`src/rtl/etbcr_pkg.sv`:
```
package etbcr_pkg;

    // Field widths
    localparam int unsigned TIME_W  = 32;
    localparam int unsigned COUNT_W = 8;
    localparam int unsigned IDX_W   = 2;
    localparam int unsigned CFG_W   = 32;
    localparam int unsigned OUT_W   = 40;

    // Item kind carried in tuser
    typedef enum logic [0:0] {
        CMD_EDGE = 1'b0,
        CMD_TICK = 1'b1
    } t_cmd;

    // Register indexes on the config port
    typedef enum logic [IDX_W-1:0] {
        REG_SYM_LEN       = 2'd0,
        REG_SYM_TOL       = 2'd1,
        REG_SAMPLE_PERIOD = 2'd2,
        REG_LOSS_LIMIT    = 2'd3
    } t_reg_idx;

    // Settings seen by the core, with the edge window precomputed
    typedef struct packed {
        logic [TIME_W-1:0]  sym_len;
        logic [TIME_W-1:0]  sample_period;
        logic [COUNT_W-1:0] loss_limit;
        logic [TIME_W-1:0]  win_lo;
        logic [TIME_W:0]    win_hi;
    } t_cfg;

    // One result word
    typedef struct packed {
        logic              compare_write;
        logic [TIME_W-1:0] compare_time;
        logic              bit_valid;
        logic              nrzi_bit;
        logic              level_now;
        logic              level_before;
        logic              in_sync;
    } t_result;

endpackage

```
`src/rtl/etbcr_cfg.sv`:
```
module etbcr_cfg (
    input  logic                           i_clk,
    input  logic                           i_rst_n,
    input  logic                           i_cfg_we,
    input  logic [etbcr_pkg::IDX_W-1:0]    i_cfg_index,
    input  logic [etbcr_pkg::CFG_W-1:0]    i_cfg_data,
    output etbcr_pkg::t_cfg                o_cfg
);

    logic [etbcr_pkg::TIME_W-1:0]  r_sym_len;
    logic [etbcr_pkg::TIME_W-1:0]  r_sym_tol;
    logic [etbcr_pkg::TIME_W-1:0]  r_sample_period;
    logic [etbcr_pkg::COUNT_W-1:0] r_loss_limit;
    logic [etbcr_pkg::TIME_W-1:0]  r_win_lo;
    logic [etbcr_pkg::TIME_W:0]    r_win_hi;
    logic [etbcr_pkg::TIME_W-1:0]  n_win_lo;
    logic [etbcr_pkg::TIME_W:0]    n_win_hi;

    // Store register writes
    always_ff @(posedge i_clk) begin
        if (!i_rst_n) begin
            r_sym_len       <= '0;
            r_sym_tol       <= '0;
            r_sample_period <= '0;
            r_loss_limit    <= '0;
        end else if (i_cfg_we) begin
            unique case (etbcr_pkg::t_reg_idx'(i_cfg_index))
                etbcr_pkg::REG_SYM_LEN:       r_sym_len       <= i_cfg_data;
                etbcr_pkg::REG_SYM_TOL:       r_sym_tol       <= i_cfg_data;
                etbcr_pkg::REG_SAMPLE_PERIOD: r_sample_period <= i_cfg_data;
                etbcr_pkg::REG_LOSS_LIMIT:
                    r_loss_limit <= i_cfg_data[etbcr_pkg::COUNT_W-1:0];
            endcase
        end
    end

    // Window bounds: lower saturates at zero, upper keeps the carry
    always_comb begin
        n_win_lo = (r_sym_tol > r_sym_len) ? '0
                   : r_sym_len - r_sym_tol;
        n_win_hi = {1'b0, r_sym_len} + {1'b0, r_sym_tol};
    end

    // Hold the bounds in registers to keep the add off the item path
    always_ff @(posedge i_clk) begin
        if (!i_rst_n) begin
            r_win_lo <= '0;
            r_win_hi <= '0;
        end else begin
            r_win_lo <= n_win_lo;
            r_win_hi <= n_win_hi;
        end
    end

    assign o_cfg.sym_len       = r_sym_len;
    assign o_cfg.sample_period = r_sample_period;
    assign o_cfg.loss_limit    = r_loss_limit;
    assign o_cfg.win_lo        = r_win_lo;
    assign o_cfg.win_hi        = r_win_hi;

endmodule

```
`src/rtl/etbcr_core.sv`:
```
module etbcr_core (
    input  logic                          i_clk,
    input  logic                          i_rst_n,
    input  logic                          i_step,
    input  etbcr_pkg::t_cmd               i_cmd,
    input  logic [etbcr_pkg::TIME_W-1:0]  i_time,
    input  etbcr_pkg::t_cfg               i_cfg,
    output etbcr_pkg::t_result            o_result
);

    logic [etbcr_pkg::TIME_W-1:0]  r_rise_time;
    logic [etbcr_pkg::TIME_W-1:0]  r_fall_time;
    logic                          r_rise_seen;
    logic                          r_fall_seen;
    logic                          r_expect_rising;
    logic                          r_level_current;
    logic                          r_level_held;
    logic                          r_synced;
    logic [etbcr_pkg::COUNT_W-1:0] r_ticks;
    logic [etbcr_pkg::TIME_W-1:0]  r_next_time;

    logic [etbcr_pkg::TIME_W-1:0]  n_rise_time;
    logic [etbcr_pkg::TIME_W-1:0]  n_fall_time;
    logic                          n_rise_seen;
    logic                          n_fall_seen;
    logic                          n_expect_rising;
    logic                          n_level_current;
    logic                          n_level_held;
    logic                          n_synced;
    logic [etbcr_pkg::COUNT_W-1:0] n_ticks;
    logic [etbcr_pkg::TIME_W-1:0]  n_next_time;

    logic [etbcr_pkg::TIME_W-1:0]  gap;
    logic                          gap_ok;
    logic                          edge_hit;
    logic [etbcr_pkg::COUNT_W-1:0] ticks_inc;

    // Gap to the opposite edge and window test
    always_comb begin
        gap      = r_expect_rising ? i_time - r_fall_time : i_time - r_rise_time;
        gap_ok   = (i_cfg.win_lo < gap) && ({1'b0, gap} < i_cfg.win_hi);
        edge_hit = (r_expect_rising ? r_fall_seen : r_rise_seen) && gap_ok;
        ticks_inc = r_ticks + 1'b1;
    end

    // Next state and result for the current word
    always_comb begin
        n_rise_time     = r_rise_time;
        n_fall_time     = r_fall_time;
        n_rise_seen     = r_rise_seen;
        n_fall_seen     = r_fall_seen;
        n_expect_rising = r_expect_rising;
        n_level_current = r_level_current;
        n_level_held    = r_level_held;
        n_synced        = r_synced;
        n_ticks         = r_ticks;
        n_next_time     = r_next_time;

        o_result.compare_write = 1'b0;
        o_result.bit_valid     = 1'b0;
        o_result.nrzi_bit      = 1'b0;
        o_result.level_before  = r_level_held;

        unique case (i_cmd)
            etbcr_pkg::CMD_EDGE: begin
                n_level_current = r_expect_rising;
                n_expect_rising = !r_expect_rising;
                if (r_expect_rising) begin
                    n_rise_time = i_time;
                    n_rise_seen = 1'b1;
                end else begin
                    n_fall_time = i_time;
                    n_fall_seen = 1'b1;
                end
                if (edge_hit) begin
                    n_next_time = i_time + (r_synced ? i_cfg.sample_period
                                                     : i_cfg.sym_len);
                    n_ticks     = '0;
                    n_synced    = 1'b1;
                    o_result.compare_write = 1'b1;
                end
            end
            etbcr_pkg::CMD_TICK: begin
                o_result.compare_write = 1'b1;
                if (r_synced) begin
                    o_result.bit_valid = 1'b1;
                    o_result.nrzi_bit  = (r_level_current == r_level_held);
                    n_next_time = r_next_time + i_cfg.sample_period;
                end else begin
                    n_next_time = '0;
                end
                n_ticks      = ticks_inc;
                n_synced     = r_synced && (ticks_inc < i_cfg.loss_limit);
                n_level_held = r_level_current;
            end
        endcase

        o_result.compare_time = n_next_time;
        o_result.level_now    = n_level_current;
        o_result.in_sync      = n_synced;
    end

    // Advance state on each processed word
    always_ff @(posedge i_clk) begin
        if (!i_rst_n) begin
            r_rise_time     <= '0;
            r_fall_time     <= '0;
            r_rise_seen     <= 1'b0;
            r_fall_seen     <= 1'b0;
            r_expect_rising <= 1'b1;
            r_level_current <= 1'b0;
            r_level_held    <= 1'b0;
            r_synced        <= 1'b0;
            r_ticks         <= '0;
            r_next_time     <= '0;
        end else if (i_step) begin
            r_rise_time     <= n_rise_time;
            r_fall_time     <= n_fall_time;
            r_rise_seen     <= n_rise_seen;
            r_fall_seen     <= n_fall_seen;
            r_expect_rising <= n_expect_rising;
            r_level_current <= n_level_current;
            r_level_held    <= n_level_held;
            r_synced        <= n_synced;
            r_ticks         <= n_ticks;
            r_next_time     <= n_next_time;
        end
    end

    // Edges alternate polarity
    a_edge_toggles: assert property (@(posedge i_clk) disable iff (!i_rst_n)
        i_step && (i_cmd == etbcr_pkg::CMD_EDGE)
        |=> r_expect_rising != $past(r_expect_rising))
        else $error("edge did not toggle expected polarity");

    // Unsynced tick clears the schedule
    a_tick_clears: assert property (@(posedge i_clk) disable iff (!i_rst_n)
        i_step && (i_cmd == etbcr_pkg::CMD_TICK) && !r_synced
        |=> r_next_time == '0)
        else $error("unsynced tick left a sample time");

    // Tick latches the current level
    a_tick_holds_level: assert property (@(posedge i_clk) disable iff (!i_rst_n)
        i_step && (i_cmd == etbcr_pkg::CMD_TICK)
        |=> r_level_held == $past(r_level_current))
        else $error("tick did not hold the line level");

    // Valid edge locks and restarts the loss count
    a_edge_locks: assert property (@(posedge i_clk) disable iff (!i_rst_n)
        i_step && (i_cmd == etbcr_pkg::CMD_EDGE) && edge_hit
        |=> r_synced && (r_ticks == '0))
        else $error("valid edge did not lock");

endmodule

```
`src/rtl/edge_timed_bit_clock_recovery.sv`:
```
// Edge-timed bit clock recovery with NRZI bit sampling.
//
// Input stream (s_*): one word per event. s_tuser selects the kind: a captured
// line edge or a sample compare tick. s_tdata carries the edge timestamp.
// Output stream (m_*): exactly one result word per input word, in order:
// the updated compare time, whether it was rewritten, the sampled NRZI bit
// and its valid flag, both line levels and the sync flag.
// Config port: write enable, register index and data; write only while idle.
//
// An accepted word sits in the input register; the core update then runs it
// into the output register. Throughput is one word per cycle while m_tready
// stays high, set by the combinational core update between the two
// registers. A word is taken while the input register is empty or its word
// moves on to the output register; when m_tready is low both registers fill
// and s_tready drops.
// Reset (synchronous, active low) clears both registers, all settings and
// the tracking state; expected polarity starts at rising.
module edge_timed_bit_clock_recovery (
    input  logic                          i_clk,
    input  logic                          i_rst_n,
    // slave stream
    input  logic                          s_tvalid,
    output logic                          s_tready,
    input  logic [etbcr_pkg::TIME_W-1:0]  s_tdata,  // [31:0] edge_time
    input  logic                          s_tuser,  // [0] command
    // master stream
    output logic                          m_tvalid,
    input  logic                          m_tready,
    // [0] compare_write, [32:1] compare_time, [33] bit_valid, [34] nrzi_bit,
    // [35] level_now, [36] level_before, [37] in_sync, [39:38] zero
    output logic [etbcr_pkg::OUT_W-1:0]   m_tdata,
    // config port
    input  logic                          i_cfg_we,
    input  logic [etbcr_pkg::IDX_W-1:0]   i_cfg_index,
    input  logic [etbcr_pkg::CFG_W-1:0]   i_cfg_data
);

    logic                          r_in_valid;
    etbcr_pkg::t_cmd               r_in_cmd;
    logic [etbcr_pkg::TIME_W-1:0]  r_in_time;
    logic                          r_out_valid;
    etbcr_pkg::t_result            r_out;
    logic                          advance;
    logic                          step;
    etbcr_pkg::t_cfg               cfg;
    etbcr_pkg::t_result            result;

    assign advance  = !r_out_valid || m_tready;
    assign step     = r_in_valid && advance;
    assign s_tready = !r_in_valid || advance;

    etbcr_cfg u_cfg (
        .i_clk       (i_clk),
        .i_rst_n     (i_rst_n),
        .i_cfg_we    (i_cfg_we),
        .i_cfg_index (i_cfg_index),
        .i_cfg_data  (i_cfg_data),
        .o_cfg       (cfg)
    );

    etbcr_core u_core (
        .i_clk    (i_clk),
        .i_rst_n  (i_rst_n),
        .i_step   (step),
        .i_cmd    (r_in_cmd),
        .i_time   (r_in_time),
        .i_cfg    (cfg),
        .o_result (result)
    );

    // Input register: take a word when empty or moving on
    always_ff @(posedge i_clk) begin
        if (!i_rst_n) begin
            r_in_valid <= 1'b0;
        end else if (s_tready) begin
            r_in_valid <= s_tvalid;
        end
    end

    always_ff @(posedge i_clk) begin
        if (s_tvalid && s_tready) begin
            r_in_cmd  <= etbcr_pkg::t_cmd'(s_tuser);
            r_in_time <= s_tdata;
        end
    end

    // Output register: load on step, drop when taken
    always_ff @(posedge i_clk) begin
        if (!i_rst_n) begin
            r_out_valid <= 1'b0;
        end else if (step) begin
            r_out_valid <= 1'b1;
        end else if (m_tready) begin
            r_out_valid <= 1'b0;
        end
    end

    always_ff @(posedge i_clk) begin
        if (step) begin
            r_out <= result;
        end
    end

    assign m_tvalid = r_out_valid;
    assign m_tdata  = {2'b00, r_out.in_sync, r_out.level_before, r_out.level_now,
                       r_out.nrzi_bit, r_out.bit_valid, r_out.compare_time,
                       r_out.compare_write};

endmodule

```
`config.mk`:
```
export PLATFORM = sky130hd
export DESIGN_NAME = edge_timed_bit_clock_recovery
export DESIGN_NICKNAME = d
export VERILOG_FILES = /design/src/rtl/etbcr_pkg.sv /design/src/rtl/etbcr_cfg.sv /design/src/rtl/etbcr_core.sv /design/src/rtl/edge_timed_bit_clock_recovery.sv
export SDC_FILE = /design/constraint.sdc
export NUM_CORES = 1
export LEC_CHECK = 0
export BUFFER_PORTS_ARGS = -buffer_cell sky130_fd_sc_hd__buf_2
export CELL_PAD_IN_SITES_DETAIL_PLACEMENT = 1
export CELL_PAD_IN_SITES_GLOBAL_PLACEMENT = 1
export CORE_UTILIZATION = 48
export DETAILED_ROUTE_END_ITERATION = 16
export PLACE_DENSITY_LB_ADDON = 0.1
export SLEW_MARGIN = 20
export SYNTH_ARGS = -nofsm -noshare
export SYNTH_HDL_FRONTEND = slang
export SYNTH_SLANG_ARGS = --single-unit
```
`constraint.sdc`:
```
create_clock -name i_clk -period 7.8 [get_ports i_clk]
set_input_delay 0.78 -clock i_clk [delete_from_list [all_inputs] [get_ports i_clk]]
set_output_delay 0.78 -clock i_clk [all_outputs]
set_load 0.01 [all_outputs]
```
==> run summary <==
In this run, post-CTS hold repair placed 0 buffers. Counting flops and latches in the post-synthesis netlist gives 352. In this run the worst hold path is classified as primary input to register. The tools report the standard-cell row count as 79.

Post-CTS timing repair inserted 0 buffers for setup. The number of global-route vias before repair is 20.6k, and the clock latency at the later pin of the worst-skew pair is 0.58 ns. After synthesis, the mean cell area works out to 8.34 um^2. For this run, the number of standard cells in the final layout without fillers is 3397. Global routing used 31.2% of the available tracks. The synthesized netlist contains 97 unique library cells. No sink is reached through more buffers than the 3 on the longest clock path.

In this run, the number of DRC markers left after iteration 0 of detailed routing was 1303. The worst hold path terminates at r_in_time[27]. The cell with the most instances after synthesis was sky130_fd_sc_hd__nand2_1.

At the worst endpoint, the required time is 8.30 ns. Data on the critical path arrives at its endpoint at 7.25 ns. The initial utilization of the core area, before any placement, comes to 48.6%.

For the setup slack at placement, the log shows 1.12 ns. The tools report the final-stage net count as 3062. The run gives 0 as the remaining routing DRC violations. The tools report the remaining global-route overflow as 0. For the finished layout, the period the worst path requires is 6.75 ns. The kind of cell with the highest combined delay along the critical path is compound AO/OA/AOI/OAI gates. Walking the worst path, the cells encountered are buf_4 > mux2i_1 > ha_1 > a21oi_1 > o21ai_0 > or4_1 > a31o_2 > o21bai_1 > a21o_1 > o2111ai_1 > a21oi_1 > xnor2_1 > ha_1 > nand4_1 > nor3_1 > nand4_1 > a221oi_1 > a41oi_1 > a31oi_1 > nand2b_1 > buf_4 > a32oi_1 > nor2_1. Counting both buffers and inverters, the worst setup path holds a total of 2. After synthesis, the most frequently instantiated cells are 435 x sky130_fd_sc_hd__nand2_1, 323 x sky130_fd_sc_hd__a21oi_1, 281 x sky130_fd_sc_hd__dfxtp_1. After layout, the worst path uses 86.5% of the clock period. The kind of end point of the critical path was a register. In this design, the stage delay of the slowest critical-path cell is 0.64 ns. Setup violations remaining at the end of the flow were counted as 0. Measured against its own limit, the worst slew margin works out to 30.3%.

Dividing the detail-routed wire length by the instance count gives 22.1 um. The flow ran to the end, and the final reports show no timing, DRC or antenna violations. The cell leakage power was 10.6 nW; the global-route wire length before repair was 116000 um.

For the largest clock skew in the final design, the log shows 0.0302 ns. The areal power density over the cells came out at 196 nW/um^2. Number of buffers added by the clock tree synthesis step: 41.

The source of the worst register-to-register timing path is u_core.r_expect_rising. In this run the number of H-tree levels came out at 2. Counting every sink on the clock net gives 352. Once layout is complete, the utilization of the core stands at 53.5%. Setup repair after global routing left no endpoint under its margin. The number of enable-type register cells in the synthesized netlist is 71. The setup slack of the most critical reg-to-reg path was 1.05 ns; the number of inserted diodes was 0. The area of the die came out at 47900 um^2.

Number of antenna violations at the first check in global routing: 0. The area share of the largest cell type after synthesis works out to 24.9%. The max-slew violation total from the final report was 0.

For this run, the top clock speed supported by timing is 0.148 GHz. After detailed placement, the design holds a cell count of 3322. The type of element launching the critical path was a register.

Summing every instance area after synthesis gives 22600 um^2. The tools report the weighted congestion reported at the end of routability-driven placement as 0.904. In this run the vertical extent of the chip is 219 um.

The root buffer cell chosen for the clock tree is sky130_fd_sc_hd__clkbuf_16. The die is 219 um wide. The tools report the cell count after synthesis as 2707. The biggest area contributor in the post-synthesis netlist is sky130_fd_sc_hd__dfxtp_1. The layout-stage area growth over the synthesis result is 10.1%, and the count of vias placed by the detailed router is 20.1k. Entering global routing, the biggest net connects 94 pins. Ranked by total cell area, the synthesized netlist is headed by sky130_fd_sc_hd__dfxtp_1 25%, sky130_fd_sc_hd__ha_1 13%, sky130_fd_sc_hd__edfxtp_1 9.4%. The top fanout value on the critical path came out at 22. The run gives 0 as the count of nets left with antenna violations after detail routing. In this run the critical register-to-register path is captured at u_core.r_ticks[3]. The boundary pin count was 114. After routing, the total negative slack on setup checks comes to 0 ns.

For the final hold violation count, the log shows 0. The largest individual stage delay along the critical path comes from the cell sky130_fd_sc_hd__nand2b_1. The tools report the total iterations of the first detailed-routing run as 5. By startpoint and endpoint, the worst setup path is classified as register to register. Clock-pin slew was measured on the worst setup and hold paths at 0.06 ns. The worst hold path begins at s_tdata[27]. Dividing the detail-routed via count by the number of cells gives 5.92. The depth of the most critical reg-to-reg path was 23.

The count of buffers inserted at the top-level ports is 111, and the max-cap check violation count is 0. After legalization and detailed placement, the total HPWL measured 56700 um. The finished cells cover 24900 um^2. The region available for standard cell placement spans 46500 um^2. The worst hold path cell count came out at 1. IR analysis of the VDD net gives a maximum drop of 0.000192 V.

The post-detailed-routing wire length was 75100 um; the area after detailed placement was 23500 um^2. TritonCTS built the clock tree. Sequential element share of the synthesized area: 34.4%. The leading register cell type out of synthesis is sky130_fd_sc_hd__dfxtp_1. The number of resized instances in the post-cts repair step is 0. The fraction of registers with async set/reset is 0%. Once routing completed, OpenROAD measured the worst setup slack at 1.05 ns. The proportion of layout cells with a drive suffix above 1 is 10.7%, and the transition time at the pin with the least slew margin is 1.05 ns. Number of warning messages in the yosys log: 0.
[area by class of cell]
class	count	area, um^2
clock inverter	19	163
tap	607	759
clock buffer	56	1140
sequential	352	7760
inverter	165	624
fill	5630	21600
timing repair buffer	131	706
multi-input combinational	2067	13700
[kinds of logic after synthesis]
family / Yosys count / share of synthesized area (%)
AOI/OAI and AO/OA: 745 / 21.1
other: 1 / 0.0166
buffers and inverters: 289 / 4.99
xor gates and xnor gates: 132 / 5.12
muxes: 99 / 4.60
and+or+nand+nor: 857 / 16.7
adders and majority gates: 232 / 13.0
DFF: 352 / 34.4
[state kept, by name, indices dropped and copies added (netlist names), 8 cells and up]
signal	cells
m_tdata	38
r_in_time	32
u_cfg.r_loss_limit	8
u_cfg.r_sample_period	32
u_cfg.r_sym_len	32
u_cfg.r_sym_tol	32
u_cfg.r_win_hi	33
u_cfg.r_win_lo	32
u_core.r_fall_time	32
u_core.r_next_time	32
u_core.r_rise_time	32
u_core.r_ticks	8
[how the worst max path moves through the flow]
stage / start / endpoint / slack (ns) / cells past startpoint
final: u_core.r_expect_rising / u_core.r_ticks[3] / 1.05 / 23
after global routing: u_core.r_expect_rising / u_core.r_ticks[3] / 0.52 / 23
after CTS: u_core.r_expect_rising / u_core.r_ticks[3] / 1.07 / 23
after detailed placement: u_core.r_expect_rising / u_core.r_ticks[3] / 1.12 / 23
after global placement: u_core.r_expect_rising / u_core.r_ticks[2] / 1.38 / 23
after floorplan: u_core.r_expect_rising / m_tdata[25] / 2.04 / 24
[where the power goes]
group          internal, mW  switching, mW
Sequential             1.95         0.0826
Combinational         0.358          0.566
Clock                  1.10          0.809
Total                  3.40           1.46
[routing by layer]
layer | global-route usage, % | part of all wire [%] | vias up
met2 | 49.7 | 44 | 397
met5 | 0 | 0 | -
met1 | 44.0 | 49 | 9988
met3 | 4.38 | 4.6 | 109
li1 | - | - | 9604
met4 | 8.82 | 2.7 | 0
[cell usage in the layout, fill, tap and decap left out, types with 10 or more instances in the layout]
cell                        instances
sky130_fd_sc_hd__xor2_1            44
sky130_fd_sc_hd__a32oi_1           10
sky130_fd_sc_hd__o211ai_1          18
sky130_fd_sc_hd__o21ai_0          109
sky130_fd_sc_hd__nand4_1           20
sky130_fd_sc_hd__a31oi_1           20
sky130_fd_sc_hd__and3_1            10
sky130_fd_sc_hd__a211oi_1          17
sky130_fd_sc_hd__a21oi_1          323
sky130_fd_sc_hd__and2_1            12
sky130_fd_sc_hd__nand2b_1          27
sky130_fd_sc_hd__a21o_1            57
sky130_fd_sc_hd__mux2i_1           61
sky130_fd_sc_hd__o22ai_1           15
sky130_fd_sc_hd__buf_4             20
sky130_fd_sc_hd__clkbuf_1          11
sky130_fd_sc_hd__o21ba_2           18
sky130_fd_sc_hd__edfxtp_1          71
sky130_fd_sc_hd__nand2_1          435
sky130_fd_sc_hd__o21a_1            25
sky130_fd_sc_hd__nor2b_1           22
sky130_fd_sc_hd__ha_1             227
sky130_fd_sc_hd__mux2_2            38
sky130_fd_sc_hd__buf_2            111
sky130_fd_sc_hd__clkbuf_16         43
sky130_fd_sc_hd__inv_1            161
sky130_fd_sc_hd__nor3_1            46
sky130_fd_sc_hd__nor2_1           183
sky130_fd_sc_hd__xnor2_1           88
sky130_fd_sc_hd__nand3_1           43
sky130_fd_sc_hd__or3_1             16
sky130_fd_sc_hd__o21bai_1          23
sky130_fd_sc_hd__dfxtp_1          279
[metrics by stage]
stage | hold WS [ns] | total power [mW]
after CTS | 0.343 | 4.88
after floorplan | 0.433 | 2.68
after global routing | 0.357 | 5.06
after detailed placement | 0.446 | 2.97
final | 0.371 | 4.86
after global placement | 0.441 | 2.94
[worst reg2reg max path, cell delays in order (launching register included)]
cell,delay (ns)
sky130_fd_sc_hd__dfxtp_2,0.51
sky130_fd_sc_hd__buf_4,0.41
sky130_fd_sc_hd__mux2i_1,0.24
sky130_fd_sc_hd__ha_1,0.33
sky130_fd_sc_hd__a21oi_1,0.16
sky130_fd_sc_hd__o21ai_0,0.11
sky130_fd_sc_hd__or4_1,0.51
sky130_fd_sc_hd__a31o_2,0.26
sky130_fd_sc_hd__o21bai_1,0.22
sky130_fd_sc_hd__a21o_1,0.21
sky130_fd_sc_hd__o2111ai_1,0.15
sky130_fd_sc_hd__a21oi_1,0.28
sky130_fd_sc_hd__xnor2_1,0.12
sky130_fd_sc_hd__ha_1,0.33
sky130_fd_sc_hd__nand4_1,0.20
sky130_fd_sc_hd__nor3_1,0.44
sky130_fd_sc_hd__nand4_1,0.16
sky130_fd_sc_hd__a221oi_1,0.24
sky130_fd_sc_hd__a41oi_1,0.11
sky130_fd_sc_hd__a31oi_1,0.59
sky130_fd_sc_hd__nand2b_1,0.64
sky130_fd_sc_hd__buf_4,0.26
sky130_fd_sc_hd__a32oi_1,0.07
sky130_fd_sc_hd__nor2_1,0.14
Note: power is estimated with default switching activity, not from simulation.
